$ cat src/design/lcms_pkg.sv
// Shared types, widths and the control program of the lcm sum block.
package lcms_pkg;

  localparam int N_W   = 17;           // width of n
  localparam int OUT_W = 50;           // width of the result
  localparam int S_W   = 36;           // divisor-sum accumulator
  localparam int T_W   = 52;           // product register
  localparam int MUL_W = S_W + N_W;    // full multiplier product
  localparam int STEP_W = 5;

  typedef logic [STEP_W-1:0] step_t;

  // jump targets in the program
  localparam step_t L_LOOP  = 5'd0;
  localparam step_t L_WAIT1 = 5'd3;
  localparam step_t L_WAIT2 = 5'd9;
  localparam step_t L_NEXTP = 5'd14;
  localparam step_t L_FIN   = 5'd15;
  localparam step_t L_INC   = 5'd20;
  localparam step_t L_DONE  = 5'd22;

  typedef enum logic [1:0] {T_KEEP, T_MUL, T_SUB} t_op_t;
  typedef enum logic [1:0] {A_S, A_T, A_P} a_sel_t;
  typedef enum logic [1:0] {B_P, B_M, B_N} b_sel_t;
  typedef enum logic [1:0] {S_KEEP, S_ADD, S_INC} s_op_t;
  typedef enum logic [2:0] {C_NEVER, C_ALWAYS, C_SQ_GT, C_BUSY, C_REM_NZ, C_M_ONE} cond_t;

  typedef struct packed {
    t_op_t  t_op;
    a_sel_t a_sel;
    b_sel_t b_sel;
    s_op_t  s_op;
    logic   m_ld;
    logic   p_inc;
    logic   div_go;
    cond_t  cond;
    step_t  target;
    logic   last;
  } ucw_t;

  typedef struct packed {
    logic           go;
    logic [N_W-1:0] dividend;
    logic [N_W-1:0] divisor;
  } div_req_t;

  typedef struct packed {
    logic           busy;
    logic [N_W-1:0] quo;
    logic [N_W-1:0] rem;
  } div_res_t;

  localparam ucw_t UC_NOP = '{
    t_op: T_KEEP, a_sel: A_S, b_sel: B_P, s_op: S_KEEP, m_ld: 1'b0, p_inc: 1'b0,
    div_go: 1'b0, cond: C_NEVER, target: L_LOOP, last: 1'b0
  };

  // Control program: trial division collects sum over d|n of d*phi(d) as a
  // product of per-prime factors, then the result is n*(f+1)/2.
  function automatic ucw_t ucode(input step_t step);
    ucw_t cw;
    cw = UC_NOP;
    case (step)
      5'd0: begin
        cw.t_op = T_MUL; cw.a_sel = A_P; cw.b_sel = B_P;
      end
      5'd1: begin
        cw.cond = C_SQ_GT; cw.target = L_FIN;
      end
      5'd2: cw.div_go = 1'b1;
      5'd3: begin
        cw.cond = C_BUSY; cw.target = L_WAIT1;
      end
      5'd4: begin
        cw.cond = C_REM_NZ; cw.target = L_NEXTP;
      end
      5'd5: begin
        cw.m_ld = 1'b1; cw.t_op = T_MUL; cw.a_sel = A_S; cw.b_sel = B_P;
      end
      5'd6: cw.t_op = T_SUB;
      5'd7: begin
        cw.t_op = T_MUL; cw.a_sel = A_T; cw.b_sel = B_P;
      end
      5'd8: begin
        cw.s_op = S_ADD; cw.div_go = 1'b1;
      end
      5'd9: begin
        cw.cond = C_BUSY; cw.target = L_WAIT2;
      end
      5'd10: begin
        cw.cond = C_REM_NZ; cw.target = L_NEXTP;
      end
      5'd11: begin
        cw.m_ld = 1'b1; cw.t_op = T_MUL; cw.a_sel = A_T; cw.b_sel = B_P;
      end
      5'd12: begin
        cw.t_op = T_MUL; cw.a_sel = A_T; cw.b_sel = B_P;
      end
      5'd13: begin
        cw.s_op = S_ADD; cw.div_go = 1'b1; cw.cond = C_ALWAYS; cw.target = L_WAIT2;
      end
      5'd14: begin
        cw.p_inc = 1'b1; cw.cond = C_ALWAYS; cw.target = L_LOOP;
      end
      5'd15: begin
        cw.cond = C_M_ONE; cw.target = L_INC;
      end
      5'd16: begin
        cw.t_op = T_MUL; cw.a_sel = A_S; cw.b_sel = B_M;
      end
      5'd17: cw.t_op = T_SUB;
      5'd18: begin
        cw.t_op = T_MUL; cw.a_sel = A_T; cw.b_sel = B_M;
      end
      5'd19: cw.s_op = S_ADD;
      5'd20: cw.s_op = S_INC;
      5'd21: begin
        cw.t_op = T_MUL; cw.a_sel = A_S; cw.b_sel = B_N;
      end
      5'd22: cw.last = 1'b1;
      default: cw.last = 1'b1;
    endcase
    return cw;
  endfunction

endpackage

$ cat src/design/lcms_div.sv
// Iterative restoring divider, one quotient bit per cycle.
module lcms_div (
  input  logic                clk,
  input  logic                rst_n,
  input  lcms_pkg::div_req_t  req,
  output lcms_pkg::div_res_t  res
);

  localparam int W     = lcms_pkg::N_W;
  localparam int CNT_W = $clog2(W + 1);

  logic [W-1:0]     rem_r, quo_r, dsr_r;
  logic [CNT_W-1:0] cnt_r;
  logic             busy_r;
  logic [W:0]       trial;

  assign trial = {rem_r, quo_r[W-1]} - {1'b0, dsr_r};

  always_ff @(posedge clk) begin
    if (!rst_n) begin
      busy_r <= 1'b0;
      cnt_r  <= '0;
    end else if (req.go) begin
      busy_r <= 1'b1;
      cnt_r  <= CNT_W'(W);
    end else if (busy_r) begin
      cnt_r <= cnt_r - 1'b1;
      if (cnt_r == CNT_W'(1)) begin
        busy_r <= 1'b0;
      end
    end
  end

  always_ff @(posedge clk) begin
    if (req.go) begin
      rem_r <= '0;
      quo_r <= req.dividend;
      dsr_r <= req.divisor;
    end else if (busy_r) begin
      if (!trial[W]) begin
        rem_r <= trial[W-1:0];
        quo_r <= {quo_r[W-2:0], 1'b1};
      end else begin
        rem_r <= {rem_r[W-2:0], quo_r[W-1]};
        quo_r <= {quo_r[W-2:0], 1'b0};
      end
    end
  end

  assign res.busy = busy_r;
  assign res.quo  = quo_r;
  assign res.rem  = rem_r;

endmodule

$ cat src/design/lcm_sum_with_n.sv
// Top level of the lcm sum block: handshake, microcoded sequencer and datapath.
// Returns the sum of lcm(i, n) for i = 1..n, or 0 when n is 0 or above MAX_N.
// The block factors n by trial division and forms n*(1 + sum over d|n of
// d*phi(d))/2. It tries each trial divisor p while p*p stays within the
// remaining cofactor, with further steps for each prime of n that divides
// and for each further power of it, and then forms the result. The shared
// divider runs inside the trial-division loop. A new item is taken once the
// previous one has left the sequencer, while its result may still wait in
// the output register.
module lcm_sum_with_n #(
  parameter int MAX_N = 131071
) (
  input  logic                         clk,
  input  logic                         rst_n,
  input  logic                         in_valid,
  output logic                         in_stall,
  input  logic [lcms_pkg::N_W-1:0]     in_n,
  output logic                         out_valid,
  input  logic                         out_stall,
  output logic [lcms_pkg::OUT_W-1:0]   out_lcm_total
);

  localparam int N_W   = lcms_pkg::N_W;
  localparam int S_W   = lcms_pkg::S_W;
  localparam int T_W   = lcms_pkg::T_W;
  localparam int MUL_W = lcms_pkg::MUL_W;
  localparam int OUT_W = lcms_pkg::OUT_W;
  localparam int LIM_W = 32;
  localparam logic [LIM_W-1:0] MaxNLim = LIM_W'(MAX_N);

  typedef enum logic [2:0] {
    ST_IDLE = 3'b001,
    ST_RUN  = 3'b010,
    ST_HOLD = 3'b100
  } state_t;

  state_t              state_r, state_nxt;
  lcms_pkg::step_t     step_r, step_nxt;
  logic [N_W-1:0]      n_r, n_nxt, m_r, m_nxt, p_r, p_nxt;
  logic [S_W-1:0]      s_r, s_nxt;
  logic [T_W-1:0]      t_r, t_nxt;
  logic                out_valid_r, out_valid_nxt;
  logic [OUT_W-1:0]    out_total_r, out_total_nxt;

  lcms_pkg::ucw_t      cw;
  lcms_pkg::div_req_t  div_req;
  lcms_pkg::div_res_t  div_res;
  logic [S_W-1:0]      mul_a;
  logic [N_W-1:0]      mul_b;
  logic [MUL_W-1:0]    prod;
  logic                take, out_free, bad_n, jump;

  lcms_div u_div (
    .clk   (clk),
    .rst_n (rst_n),
    .req   (div_req),
    .res   (div_res)
  );

  assign cw        = lcms_pkg::ucode(step_r);
  assign in_stall  = (state_r != ST_IDLE);
  assign take      = in_valid && !in_stall;
  assign out_free  = !out_valid_r || !out_stall;
  assign bad_n     = (in_n == '0) || ({{(LIM_W-N_W){1'b0}}, in_n} > MaxNLim);

  always_comb begin
    mul_a = s_r;
    case (cw.a_sel)
      lcms_pkg::A_S: mul_a = s_r;
      lcms_pkg::A_T: mul_a = t_r[S_W-1:0];
      lcms_pkg::A_P: mul_a = {{(S_W-N_W){1'b0}}, p_r};
      default:       mul_a = s_r;
    endcase
    mul_b = p_r;
    case (cw.b_sel)
      lcms_pkg::B_P: mul_b = p_r;
      lcms_pkg::B_M: mul_b = m_r;
      lcms_pkg::B_N: mul_b = n_r;
      default:       mul_b = p_r;
    endcase
  end

  assign prod = MUL_W'(mul_a) * MUL_W'(mul_b);

  always_comb begin
    jump = 1'b0;
    case (cw.cond)
      lcms_pkg::C_NEVER:  jump = 1'b0;
      lcms_pkg::C_ALWAYS: jump = 1'b1;
      lcms_pkg::C_SQ_GT:  jump = (t_r > {{(T_W-N_W){1'b0}}, m_r});
      lcms_pkg::C_BUSY:   jump = div_res.busy;
      lcms_pkg::C_REM_NZ: jump = (div_res.rem != '0);
      lcms_pkg::C_M_ONE:  jump = (m_r == N_W'(1));
      default:            jump = 1'b0;
    endcase
  end

  assign div_req.go       = (state_r == ST_RUN) && cw.div_go;
  assign div_req.dividend = m_r;
  assign div_req.divisor  = p_r;

  always_comb begin
    state_nxt     = state_r;
    step_nxt      = step_r;
    n_nxt         = n_r;
    m_nxt         = m_r;
    p_nxt         = p_r;
    s_nxt         = s_r;
    t_nxt         = t_r;
    out_valid_nxt = out_valid_r;
    out_total_nxt = out_total_r;

    if (out_valid_r && !out_stall) begin
      out_valid_nxt = 1'b0;
    end

    unique case (state_r)
      ST_IDLE: begin
        if (take) begin
          n_nxt     = in_n;
          m_nxt     = in_n;
          p_nxt     = N_W'(2);
          s_nxt     = S_W'(1);
          t_nxt     = '0;
          step_nxt  = bad_n ? lcms_pkg::L_DONE : lcms_pkg::L_LOOP;
          state_nxt = ST_RUN;
        end
      end
      ST_RUN: begin
        if (cw.last) begin
          if (out_free) begin
            out_valid_nxt = 1'b1;
            out_total_nxt = t_r[OUT_W:1];
            state_nxt     = ST_IDLE;
          end else begin
            state_nxt = ST_HOLD;
          end
        end else begin
          case (cw.t_op)
            lcms_pkg::T_MUL: t_nxt = prod[T_W-1:0];
            lcms_pkg::T_SUB: t_nxt = t_r - {{(T_W-S_W){1'b0}}, s_r};
            default:         t_nxt = t_r;
          endcase
          case (cw.s_op)
            lcms_pkg::S_ADD: s_nxt = s_r + t_r[S_W-1:0];
            lcms_pkg::S_INC: s_nxt = s_r + S_W'(1);
            default:         s_nxt = s_r;
          endcase
          if (cw.m_ld) begin
            m_nxt = div_res.quo;
          end
          if (cw.p_inc) begin
            p_nxt = p_r + N_W'(1);
          end
          step_nxt = jump ? cw.target : step_r + 1'b1;
        end
      end
      ST_HOLD: begin
        if (out_free) begin
          out_valid_nxt = 1'b1;
          out_total_nxt = t_r[OUT_W:1];
          state_nxt     = ST_IDLE;
        end
      end
      default: state_nxt = ST_IDLE;
    endcase
  end

  always_ff @(posedge clk) begin
    if (!rst_n) begin
      state_r     <= ST_IDLE;
      step_r      <= '0;
      out_valid_r <= 1'b0;
    end else begin
      state_r     <= state_nxt;
      step_r      <= step_nxt;
      out_valid_r <= out_valid_nxt;
    end
  end

  always_ff @(posedge clk) begin
    n_r         <= n_nxt;
    m_r         <= m_nxt;
    p_r         <= p_nxt;
    s_r         <= s_nxt;
    t_r         <= t_nxt;
    out_total_r <= out_total_nxt;
  end

  assign out_valid     = out_valid_r;
  assign out_lcm_total = out_total_r;

endmodule
$ cat config.mk
export PLATFORM = sky130hd
export DESIGN_NAME = lcm_sum_with_n
export DESIGN_NICKNAME = d
export VERILOG_FILES = /design/src/design/lcms_pkg.sv /design/src/design/lcms_div.sv /design/src/design/lcm_sum_with_n.sv
export SDC_FILE = /design/constraint.sdc
export NUM_CORES = 2
export LEC_CHECK = 0
export BUFFER_PORTS_ARGS = -buffer_cell sky130_fd_sc_hd__buf_4
export CAP_MARGIN = 20
export CORE_MARGIN = 8
export CORE_UTILIZATION = 60
export CTS_BUF_LIST = sky130_fd_sc_hd__clkbuf_16
export CTS_CLUSTER_SIZE = 28
export DETAILED_ROUTE_END_ITERATION = 16
export GPL_TIMING_DRIVEN = 0
export PLACE_DENSITY = 0.77
export SLEW_MARGIN = 20
export SYNTH_ARGS = -nofsm -noshare
export SYNTH_HDL_FRONTEND = slang
export SYNTH_SLANG_ARGS = --single-unit
$ cat constraint.sdc
create_clock -name clk -period 17.7 [get_ports clk]
set_clock_uncertainty 0.2 [all_clocks]
set_input_delay 3.54 -clock clk [delete_from_list [all_inputs] [get_ports clk]]
set_output_delay 3.54 -clock clk [all_outputs]
set_load 0.01 [all_outputs]
==> impl_metrics.yaml <==
route:
  drc: 0
  antenna_left: 0
  first_pass_iters: 7
  vias_per_cell: 6.05
  num_vias: 30900
  wl_per_cell_um: 22.6
  drt-total-wl_um: 115000
  drt_iter0_markers: 3297
yosys:
  synth_ff_type: "edfxtp_1"
  syn_area_mm2: 0.0363
  seq_area_frac_synth: 0.202
  yosysWarnings: 0
  synth-edff-count: 223
  yosys.cell_types.count: 91
  synth-async-reset-ratio: 0
  synth_seq_cells: 255
  synth_nets: 4973
  synth_area_per_cell_um2: 8.63
  postSynthCellCount: 4201
finish:
  fill_cells: 5098
  nets: 5081
  layout_commonest_cell: "inv_1"
  final_cell_mix: "inv_1 (726), nand2_1 (679), fa_1 (511)"
  final_area_mm2: 0.0389
  seq_area_mm2: 0.00734
  multi_input_area_mm2: 0.0255
  drive_gt1_frac: 0.0427
  syn_to_final_growth_pct: 7.25
  fin_util: 0.648
floorplanning:
  core_area_mm2: 0.0600
  die_h_um: 262
  dieArea_mm2: 0.0686
  start_util: 0.604
  ios: 73
  num_rows: 90
  die-width_um: 262
place:
  pre_cts_ws_ns: 6.53
  dp_hpwl_um: 95200
  numPortBuffers: 72
  globalplace.congestion: 1.01
  placed_area_mm2: 0.0380
sta:
  hold_viol: 0
  rsz0062_at_grt: "false"
  drv_slew: 0
  max_slew_margin: 0.169
  finalCritPeriodShare: 0.655
  max_freq_mhz: 86.3
  finalSetupTns_ns: 0
  max_slew.worst_pin.slew_ns: 1.24
  setup_viol: 0
  min_period_ns: 11.59
  fin_ws_ns: 6.11
clock_network:
  clk_latency_ns: 0.59
  post_cts_buffers: 0
  clkTransAtPathRegs_ns: 0.06
  cts_tree: "yes"
  cts_buffer_depth: 3
  clkSinkCount: 255
  htree_num_levels: 1
  clockRootBuffer: "clkbuf_16"
  cts_made_buffers: 27
  hold_buffers: 0
  ctsResizeCount: 0
critical_path:
  critical_path.max_stage_delay_ns: 0.85
  path_class: "flip-flop to flip-flop"
  r2r-end: "t_r[49]"
  slowest_stage: "o21ai_2"
  reg2reg_depth: 33
  reg2reg_slack_ns: 6.11
  crit_family: "adder cells"
  critPathBufInv: 10
  arrival_ns: 11.67
  critPathLaunchType: "flip-flop"
  end_kind: "flip-flop"
  worst-path-max-fanout: 10
  required_ns: 17.78
  r2r-start: "step_r[0]"
outcome:
  outcome: "completed"
global_routing:
  grt_start_max_net_pins: 51
  grt_pass1_wl_um: 178000
  antenna_found_initial: 5
  gr-total-overflow: 0
  grt_usage: 0.341
  grt_pass1_vias: 30700
hold_path:
  min_to: "out_lcm_total[48]"
  hp-class: "flip-flop to flip-flop"
  whs_path_depth: 0
  hold_start: "t_r[49]"
flow_run:
  cap_violations: 0
[logic make-up (layout without fill, tap and decap cells)]
kind of cell,count (synthesis),after routing,synth area share
muxes,19,19,0.00528
and+or+nand+nor,1398,1398,0.168
xor gates and xnor gates,146,146,0.0355
other,0,1,0
DFF,255,255,0.202
buffers and inverters,917,1046,0.0956
AOI/OAI and AO/OA,715,715,0.129
adders and majority gates,751,751,0.365
[sequential cells by signal, indices dropped and copies added, names as in the netlist]
register	flops
m_r	17
n_r	17
out_lcm_total	50
out_valid	1
p_r	17
s_r	36
state_r	3
step_r	5
t_r	52
u_div.busy_r	1
u_div.cnt_r	5
u_div.dsr_r	17
u_div.quo_r	17
u_div.rem_r	17
[Yosys cell counts (4+ instances only)]
cell type / number / share of area
o21bai_1: 19 / 0.0039
or4_1: 7 / 0.0014
a211oi_1: 35 / 0.0072
a22oi_1: 37 / 0.0077
nand2_1: 679 / 0.070
o21a_1: 67 / 0.014
o21ai_0: 137 / 0.019
dfxtp_1: 32 / 0.018
clkbuf_1: 169 / 0.017
nor2b_1: 35 / 0.0060
edfxtp_1: 223 / 0.18
nand4_1: 30 / 0.0052
fa_1: 511 / 0.28
nand3_1: 44 / 0.0061
o31a_1: 8 / 0.0019
o31ai_2: 4 / 0.0014
a21oi_1: 192 / 0.027
o211ai_1: 16 / 0.0033
a311oi_1: 4 / 0.00097
buf_1: 12 / 0.0012
a221o_1: 4 / 0.0011
nor3b_1: 6 / 0.0012
a21boi_0: 7 / 0.0014
nand2b_1: 24 / 0.0041
or3_1: 10 / 0.0017
a31oi_1: 18 / 0.0031
nand3b_1: 9 / 0.0019
mux2i_1: 18 / 0.0050
o31ai_1: 11 / 0.0023
ha_1: 240 / 0.083
inv_1: 723 / 0.075
and2_1: 63 / 0.011
and3_1: 20 / 0.0035
nor2_1: 387 / 0.040
nor4_1: 17 / 0.0029
xnor2_1: 92 / 0.022
xor2_1: 53 / 0.013
nor3_1: 42 / 0.0058
o22ai_1: 10 / 0.0017
buf_2: 10 / 0.0014
o21ai_1: 34 / 0.0047
a21o_1: 63 / 0.013
a211o_1: 5 / 0.0012
[routing by layer]
metal	track usage	up-vias	share of wire
met5	0	-	0.00011
met4	0.189	2	0.070
met3	0.0685	448	0.098
met2	0.556	1667	0.46
met1	0.425	15100	0.37
li1	-	13700	-
[stage by stage]
step | cells | hold WS, ns
floorplan | 4201 | 0.263
global placement | 5055 | 0.293
detailed placement | 5062 | 0.290
CTS | 5112 | 0.305
global route | 5112 | 0.322
finish | 5113 | 0.305
[worst max path at each step]
stage | start | to | slack, ns | cells after the start
after floorplan | step_r[0] | t_r[46] | 9.10 | 33
after global placement | step_r[1] | t_r[49] | 5.87 | 34
after detailed placement | step_r[1] | t_r[49] | 6.53 | 34
after CTS | step_r[0] | t_r[49] | 6.44 | 33
after global routing | step_r[0] | t_r[49] | 5.87 | 33
final | step_r[0] | t_r[49] | 6.11 | 33
[final cells by class]
| cell class | count | share of cell area |
|---|---|---|
| multi-input cells | 3029 | 0.657 |
| diodes | 1 | 0.0000644 |
| plain buffers | 193 | 0.0193 |
| well taps | 782 | 0.0252 |
| repair buffers | 79 | 0.0179 |
| clock buffers | 27 | 0.0174 |
| inverters | 724 | 0.0699 |
| clock inverters | 23 | 0.00505 |
| flip-flops and latches | 255 | 0.189 |
Power is left out: the tool's default activity adds up to more than one toggle a clock period on the data nets, which glitch-free logic cannot reach.
